$ cat src/hdl/patch_zbuffer_visibility_test_unit_defines.svh
// ----------------------------------------------------------------------------
// Assertion macros shared by the patch z-buffer visibility test RTL.
// Each macro expects a clock named i_clk and an active-low reset i_rst_n in
// the scope where it is used.
// ----------------------------------------------------------------------------
`ifndef PATCH_ZBUFFER_VISIBILITY_TEST_UNIT_DEFINES_SVH
`define PATCH_ZBUFFER_VISIBILITY_TEST_UNIT_DEFINES_SVH

// The consequent must hold in the same cycle as the antecedent.
`define PZVT_ASSERT_NOW(lbl, ante, cons, msg) \
    lbl: assert property (@(posedge i_clk) disable iff (!i_rst_n) (ante) |-> (cons)) \
        else $error(msg);

// The consequent must hold in the cycle after the antecedent.
`define PZVT_ASSERT_NEXT(lbl, ante, cons, msg) \
    lbl: assert property (@(posedge i_clk) disable iff (!i_rst_n) (ante) |=> (cons)) \
        else $error(msg);

`endif

$ cat src/hdl/pzvt_pkg.sv
`timescale 1ns / 1ps
// ----------------------------------------------------------------------------
// pzvt_pkg
// Types and fixed constants of the patch z-buffer visibility test block.
// ----------------------------------------------------------------------------
package pzvt_pkg;

    // Field widths.
    localparam int unsigned DIM_W      = 12;
    localparam int unsigned DEPTH_W    = 16;
    localparam int unsigned COORD_W    = 16;
    localparam int unsigned PIX_W      = 22;
    localparam int unsigned MODE_W     = 2;
    localparam int unsigned FRAC_W     = 4;
    localparam int unsigned RND_W      = COORD_W + 1 - FRAC_W;
    localparam int unsigned PROD_W     = 2 * DIM_W;
    localparam int unsigned IDX_W      = PROD_W + 1;

    // Map words carry a clear-epoch tag next to the stored depth.
    localparam int unsigned EPOCH_W    = 8;
    localparam int unsigned MAP_WORD_W = EPOCH_W + DEPTH_W;
    localparam logic [EPOCH_W-1:0] EPOCH_FIRST = EPOCH_W'(1);
    localparam logic [EPOCH_W-1:0] EPOCH_LAST  = '1;

    // One half in Q4.
    localparam logic signed [COORD_W:0] ROUND_HALF = (COORD_W + 1)'(8);

    // Item modes.
    localparam logic [MODE_W-1:0] MODE_CLEAR = 2'd0;
    localparam logic [MODE_W-1:0] MODE_ACCUM = 2'd1;
    localparam logic [MODE_W-1:0] MODE_TEST  = 2'd2;

    // Register port.
    localparam int unsigned APB_ADDR_W = 4;
    localparam int unsigned APB_DATA_W = 32;
    localparam logic [1:0] REG_COLOR_WIDTH  = 2'd0;
    localparam logic [1:0] REG_COLOR_HEIGHT = 2'd1;
    localparam logic [1:0] REG_DEPTH_TOL    = 2'd2;

    localparam logic [DIM_W-1:0]   COLOR_WIDTH_RST  = 12'd1920;
    localparam logic [DIM_W-1:0]   COLOR_HEIGHT_RST = 12'd1080;
    localparam logic [DEPTH_W-1:0] DEPTH_TOL_RST    = 16'd50;

    typedef struct packed {
        logic [DIM_W-1:0]   color_width;
        logic [DIM_W-1:0]   color_height;
        logic [DEPTH_W-1:0] depth_tolerance;
    } t_cfg;

    typedef enum logic [2:0] {
        S_CLEAR,
        S_IDLE,
        S_CALC,
        S_ADDR,
        S_RMW
    } t_state;

endpackage

$ cat src/hdl/pzvt_cfg_regs.sv
`timescale 1ns / 1ps
// ----------------------------------------------------------------------------
// pzvt_cfg_regs
// Register file for image size and depth tolerance behind an APB-style port.
// ----------------------------------------------------------------------------
module pzvt_cfg_regs import pzvt_pkg::*; (
    input  logic                  i_clk,
    input  logic                  i_rst_n,
    input  logic                  psel,
    input  logic                  penable,
    input  logic                  pwrite,
    input  logic [APB_ADDR_W-1:0] paddr,
    input  logic [APB_DATA_W-1:0] pwdata,
    output logic [APB_DATA_W-1:0] prdata,
    output logic                  pready,
    output t_cfg                  o_cfg
);

    t_cfg r_cfg;
    logic wr_en;

    assign wr_en  = psel && penable && pwrite;
    assign pready = 1'b1;
    assign o_cfg  = r_cfg;

    always_ff @(posedge i_clk) begin
        if (!i_rst_n) begin
            r_cfg.color_width     <= COLOR_WIDTH_RST;
            r_cfg.color_height    <= COLOR_HEIGHT_RST;
            r_cfg.depth_tolerance <= DEPTH_TOL_RST;
        end else if (wr_en) begin
            case (paddr[3:2])
                REG_COLOR_WIDTH:  r_cfg.color_width     <= pwdata[DIM_W-1:0];
                REG_COLOR_HEIGHT: r_cfg.color_height    <= pwdata[DIM_W-1:0];
                REG_DEPTH_TOL:    r_cfg.depth_tolerance <= pwdata[DEPTH_W-1:0];
                default: ;
            endcase
        end
    end

    always_comb begin
        case (paddr[3:2])
            REG_COLOR_WIDTH:  prdata = APB_DATA_W'(r_cfg.color_width);
            REG_COLOR_HEIGHT: prdata = APB_DATA_W'(r_cfg.color_height);
            REG_DEPTH_TOL:    prdata = APB_DATA_W'(r_cfg.depth_tolerance);
            default:          prdata = '0;
        endcase
    end

endmodule

$ cat config.mk
export PLATFORM = sky130hd
export DESIGN_NAME = pzvt_cfg_regs
export DESIGN_NICKNAME = d
export VERILOG_FILES = /design/src/hdl/patch_zbuffer_visibility_test_unit_defines.svh /design/src/hdl/pzvt_pkg.sv /design/src/hdl/pzvt_cfg_regs.sv
export SDC_FILE = /design/constraint.sdc
export NUM_CORES = 1
export LEC_CHECK = 0
export ABC_AREA = 1
export BUFFER_PORTS_ARGS = -buffer_cell sky130_fd_sc_hd__clkbuf_2
export CAP_MARGIN = 20
export CORE_UTILIZATION = 40
export CTS_BUF_LIST = sky130_fd_sc_hd__clkbuf_4 sky130_fd_sc_hd__clkbuf_8 sky130_fd_sc_hd__clkbuf_16
export DETAILED_ROUTE_END_ITERATION = 7
export PLACE_DENSITY = 0.83
export SLEW_MARGIN = 20
export SYNTH_ARGS = -nofsm -noshare
export SYNTH_HDL_FRONTEND = slang
export SYNTH_SLANG_ARGS = --single-unit
$ cat constraint.sdc
create_clock -name i_clk -period 1.5 [get_ports i_clk]
set_input_delay 0.225 -clock i_clk [delete_from_list [all_inputs] [get_ports i_clk]]
set_output_delay 0.225 -clock i_clk [all_outputs]
set_load 0.005 [all_outputs]
==> results of run 1 <==
[synthesized netlist by cell type]
cell	count
inv_1	21
conb_1	2
nand2_2	1
nand2_1	93
nand3_1	53
buf_1	3
nor2_1	67
dfxtp_1	40
inv_2	2
nor2_4	2
buf_4	19
buf_2	9
clkbuf_1	2
[power breakdown]
group / leakage, uW / internal (uW) / total (uW) / switching [uW]
clock: 0.0000541 / 492 / 876 / 383
combinational: 0.000964 / 109 / 278 / 169
sequential: 0.000324 / 1080 / 1100 / 17.6
total: 0.00134 / 1690 / 2260 / 570
[stage by stage]
step / std cells / util / cell area (um^2) / hold slack [ns]
2_1_floorplan: 329 / - / 2050 / 0.351
3_3_place_gp: 454 / 0.509 / 2420 / 0.455
3_5_place_dp: 454 / 0.509 / 2420 / 0.463
4_1_cts: 462 / 0.532 / 2530 / 0.149
5_1_grt: 462 / 0.532 / 2530 / 0.146
6_report: 462 / 0.532 / 2530 / 0.160
[final timing paths]
kind                            slack (ns)                     end  depth (start not counted)              startpoint
worst max-delay path                  0.22               prdata[3]                          7                paddr[2]
worst min-delay path                  0.16  o_cfg[36]$_SDFFE_PN1P_                          3               pwdata[8]
worst max register to register        0.83  o_cfg[16]$_SDFFE_PN0P_                          2  o_cfg[16]$_SDFFE_PN0P_
worst min register to register        0.49  o_cfg[20]$_SDFFE_PN1P_                          2  o_cfg[20]$_SDFFE_PN1P_
[cell type report]
type                       instances  share of cell area
tap                               67              0.0331
inverter                          23              0.0341
clock buffer                       5              0.0272
sequential                        40               0.316
timing repair buffer              91               0.193
clock inverter                     3              0.0168
multi-input combinational        233               0.380
[layer usage]
metal / share of wire / vias up / global-route usage
li1: - / 1082 / -
met1: 0.44 / 946 / 0.245
met2: 0.48 / 92 / 0.321
met3: 0.072 / 6 / 0.0456
met4: 0.0087 / 0 / 0.0763
met5: 0 / - / 0
[cells by family after synthesis]
kind of cell / synth area share
and+or+nand+nor: 0.448
buffers and inverters: 0.147
DFF: 0.401
other: 0.00376
[worst min-delay path: stages]
cell and delay, ns:
clkbuf_2 0.09, nand2_1 0.05, nand3_1 0.06
[cell usage in the layout (no fill, tap or decap)]
cell type,netlist,routed
nor2_1,67,66
buf_4,19,13
clkinvlp_4,0,1
nor2_4,2,2
nor2_2,0,1
conb_1,2,17
nand3_1,53,53
clkbuf_8,0,5
clkinv_2,0,1
bufinv_16,0,1
nand2_1,93,93
dfxtp_1,40,40
inv_2,2,2
nand2_2,1,1
clkbuf_2,0,78
inv_1,21,21
==> results_dict.tcl, run 1 <==
set metrics [dict create \
    status "finished clean" \
    dp_hpwl_um 3670 \
    postRouteAntennaNets 0 \
    yosysSeqAreaShare 0.401 \
    cp_slowest_cell "buf_4" \
    worst-endpoint-required_ns 1.27 \
    rsz0062_at_grt "false" \
    path_buf_inv 4 \
    vias_per_cell 4.60 \
    pre_cts_ws_ns 0.216 \
    ir_worst_vdd_mv 0.574 \
    die-area_um2 5280 \
    cts_root_buffer "clkbuf_8" \
    cpPeakStageDelay_ns 0.22 \
    grt_max_degree 41 \
    tritoncts "built" \
    insertion_delay_ns 0.29 \
    drt_pass1_iterations 4 \
    p_total_uw 2260 \
    grt_pass1_vias 1744 \
    hold_viol 0 \
    cts.repair.resized 0 \
    drv_slew 0 \
    max_cap_viol_count 0 \
    timing.fmax_mhz 783 \
    cp_cell_sequence "clkbuf_2 -> inv_2 -> nor2_1 -> buf_4 -> nand2_1 -> nand3_1 -> clkbuf_2" \
    p_per_area_nw_per_um2 891 \
    syn_inst 314 \
    area_growth_pct 26.8 \
    synth_area_um2 2000 \
    leakagePower_uw 0.00134 \
    routedWlPerCell_um 11.0 \
    fill_cells 517 \
    num_io_pins 114 \
    grt_pass1_wl_um 7880 \
    io_buffers 78 \
    regArea_um2 801 \
    setup_slack_ns 0.222 \
    cts_hold_buf 0 \
    grt_usage 0.194 \
    core_region_area_um2 4750 \
    path_clk_slew_ns 0.08 \
    antenna_found_initial 0 \
    n_antenna_cell 0 \
    cts_max_level 2 \
    crit_fanout 12 \
    final.setup_skew_ns 0 \
    tns_ns 0 \
    cts_buffers 5 \
    end_kind "output pin" \
    vias 2126 \
    worstHoldPathType "primary input to register" \
    synth-seq-cells 40 \
    die_y_um 72.6 \
    cts_sinks 40 \
    yosys.area.top_type_share 0.401 \
    setup_viol 0 \
    crit_type "primary input to output pin" \
    routabilityCongestion 0.753 \
    drt-initial-drc-count 131 \
    multi_input_area_um2 961 \
    avgSynthCellArea_um2 6.36 \
    cts_setup_buffers 0 \
    synth.distinct_cells 13 \
    arrival_ns 1.05 \
    min_period_over_period 0.852 \
    crit_family "buffers and inverters" \
    num_rows 25 \
    yosysTopAreaCell "dfxtp_1" \
    gr-total-overflow 0 \
    initial_utilization 0.420 \
    num-nets-final 435 \
    largest_reg_flops 40 \
    start_kind "primary input" \
    crit_top_cell "clkbuf_2" \
    period_needed_ns 1.28 \
    yosys-top-cells-area "dfxtp_1 40%, nand2_1 17%, nand3_1 13%" \
    ys_warn_count 0 \
    dieWidth_um 72.6 \
    drc 0 \
    clockBufferDepth 2 \
    finalWirelength_um 5080 \
    drive_gt1_frac 0.266 \
]
No activity file was read; power rests on OpenSTA's default activity.
==> run 2, diff against run 1 <==
--- a/config.mk
+++ b/config.mk
@@ -8,10 +8,11 @@
 export ABC_AREA = 1
 export BUFFER_PORTS_ARGS = -buffer_cell sky130_fd_sc_hd__clkbuf_2
 export CAP_MARGIN = 20
+export CORE_ASPECT_RATIO = 1.5
 export CORE_UTILIZATION = 40
 export CTS_BUF_LIST = sky130_fd_sc_hd__clkbuf_4 sky130_fd_sc_hd__clkbuf_8 sky130_fd_sc_hd__clkbuf_16
 export DETAILED_ROUTE_END_ITERATION = 7
-export PLACE_DENSITY = 0.83
+export PLACE_DENSITY = 0.74
 export SLEW_MARGIN = 20
 export SYNTH_ARGS = -nofsm -noshare
 export SYNTH_HDL_FRONTEND = slang
==> run 2 against run 1 <==
- fmax down 0.21%
- critical path depth decreased by 1
- sequential power is essentially flat
- first-iteration DRC count fell by 40%
- clock-buffer cell count rose by 3
- register-to-register slack improved by 0.06 ns
- sequential cell count unchanged
- combinational power barely moved
- critical path type unchanged
- largest cell class unchanged
==> results_dict.tcl, run 2 (synthesis results as in run 1) <==
set metrics [dict create \
    cts_max_level 2 \
    fin_cells 456 \
    dp_hpwl_um 3450 \
    crit_type "primary input to output pin" \
    cts_hold_buf 0 \
    postRouteAntennaNets 0 \
    grt_usage 0.194 \
    period_needed_ns 1.28 \
    core_region_area_um2 4810 \
    largest_reg_flops 40 \
    status "finished clean" \
    grt_pass1_wl_um 7850 \
    initial_utilization 0.415 \
    path_clk_slew_ns 0.07 \
    drive_gt1_frac 0.256 \
    start_kind "primary input" \
    final_cell_mix "93 x nand2_1, 78 x clkbuf_2, 66 x nor2_1" \
    cts_root_buffer "clkbuf_8" \
    crit_fanout 21 \
    die-area_um2 5280 \
    grt_max_degree 41 \
    cts_buffers 5 \
    rsz0062_at_grt "false" \
    worst-endpoint-required_ns 1.27 \
    ir_worst_vdd_mv 0.581 \
    min_period_over_period 0.854 \
    tritoncts "built" \
    tns_ns 0 \
    final_common_cell "nand2_1" \
    arrival_ns 1.06 \
    grt_pass1_vias 1747 \
    regArea_um2 801 \
    drc 0 \
    clockBufferDepth 2 \
    drv_slew 0 \
    die_y_um 88.5 \
    timing.fmax_mhz 781 \
    num_rows 31 \
    worstHoldPathType "primary input to register" \
    vias_per_cell 4.59 \
    antenna_found_initial 0 \
    max_cap_viol_count 0 \
    fill_cells 536 \
    routabilityCongestion 0.777 \
    dp.cells 448 \
    gr-total-overflow 0 \
    final_util 0.521 \
    hold_viol 0 \
    dieWidth_um 59.7 \
    cts_sinks 40 \
    multi_input_area_um2 961 \
    num_io_pins 114 \
    drt_pass1_iterations 4 \
    finalWirelength_um 5040 \
    io_buffers 78 \
    cts_setup_buffers 0 \
    end_kind "output pin" \
    routedWlPerCell_um 11.0 \
    vias 2093 \
    cts.repair.resized 0 \
    final.setup_skew_ns 0 \
    insertion_delay_ns 0.28 \
    p_per_area_nw_per_um2 856 \
    area_growth_pct 25.5 \
    drt-initial-drc-count 78 \
    setup_viol 0 \
    leakagePower_uw 0.00132 \
    n_antenna_cell 0 \
    num-nets-final 430 \
]
-- run 2: cell type report --
class                           instances  share of cell area
Sequential cell                        40               0.320
Inverter                               23              0.0345
Clock buffer                            8              0.0390
Multi-Input combinational cell        233               0.384
Tap cell                               66              0.0330
Timing Repair Buffer                   86               0.190
-- run 2: final timing paths --
kind	slack [ns]	end	cells past startpoint	start
min reg2reg	0.49	o_cfg[37]$_SDFFE_PN1P_	2	o_cfg[37]$_SDFFE_PN1P_
max reg2reg	0.89	o_cfg[1]$_SDFFE_PN1P_	2	o_cfg[1]$_SDFFE_PN1P_
min	0.17	o_cfg[37]$_SDFFE_PN1P_	3	pwdata[9]
max	0.22	prdata[5]	6	paddr[2]
-- run 2: per-stage QoR --
step	power (uW)	area, um^2	setup slack, ns	hold WS (ns)
final	2140	2500	0.219	0.167
after global placement	1400	2410	0.228	0.457
after floorplan	1310	2050	0.476	0.351
after CTS	2160	2500	0.222	0.165
after global routing	2240	2500	0.0969	0.164
after detailed placement	1410	2410	0.223	0.466
-- run 2: per-layer routing --
| layer | track usage | wire [um] | up-vias |
|---|---|---|---|
| li1 | - | - | 1074 |
| met1 | 0.236 | 2150 | 933 |
| met2 | 0.339 | 2560 | 80 |
| met3 | 0.0351 | 260 | 6 |
| met4 | 0.0613 | 64 | 0 |
| met5 | 0 | 0 | - |
-- run 2: report_power, final --
group	internal (uW)	switching, uW
clock network	411	353
logic	109	167
registers	1080	18.2
-- run 2: critical path: stages --
cell	delay, ns
clkbuf_2	0.13
nor2_1	0.12
buf_4	0.27
nand2_1	0.09
nand3_1	0.10
clkbuf_2	0.11
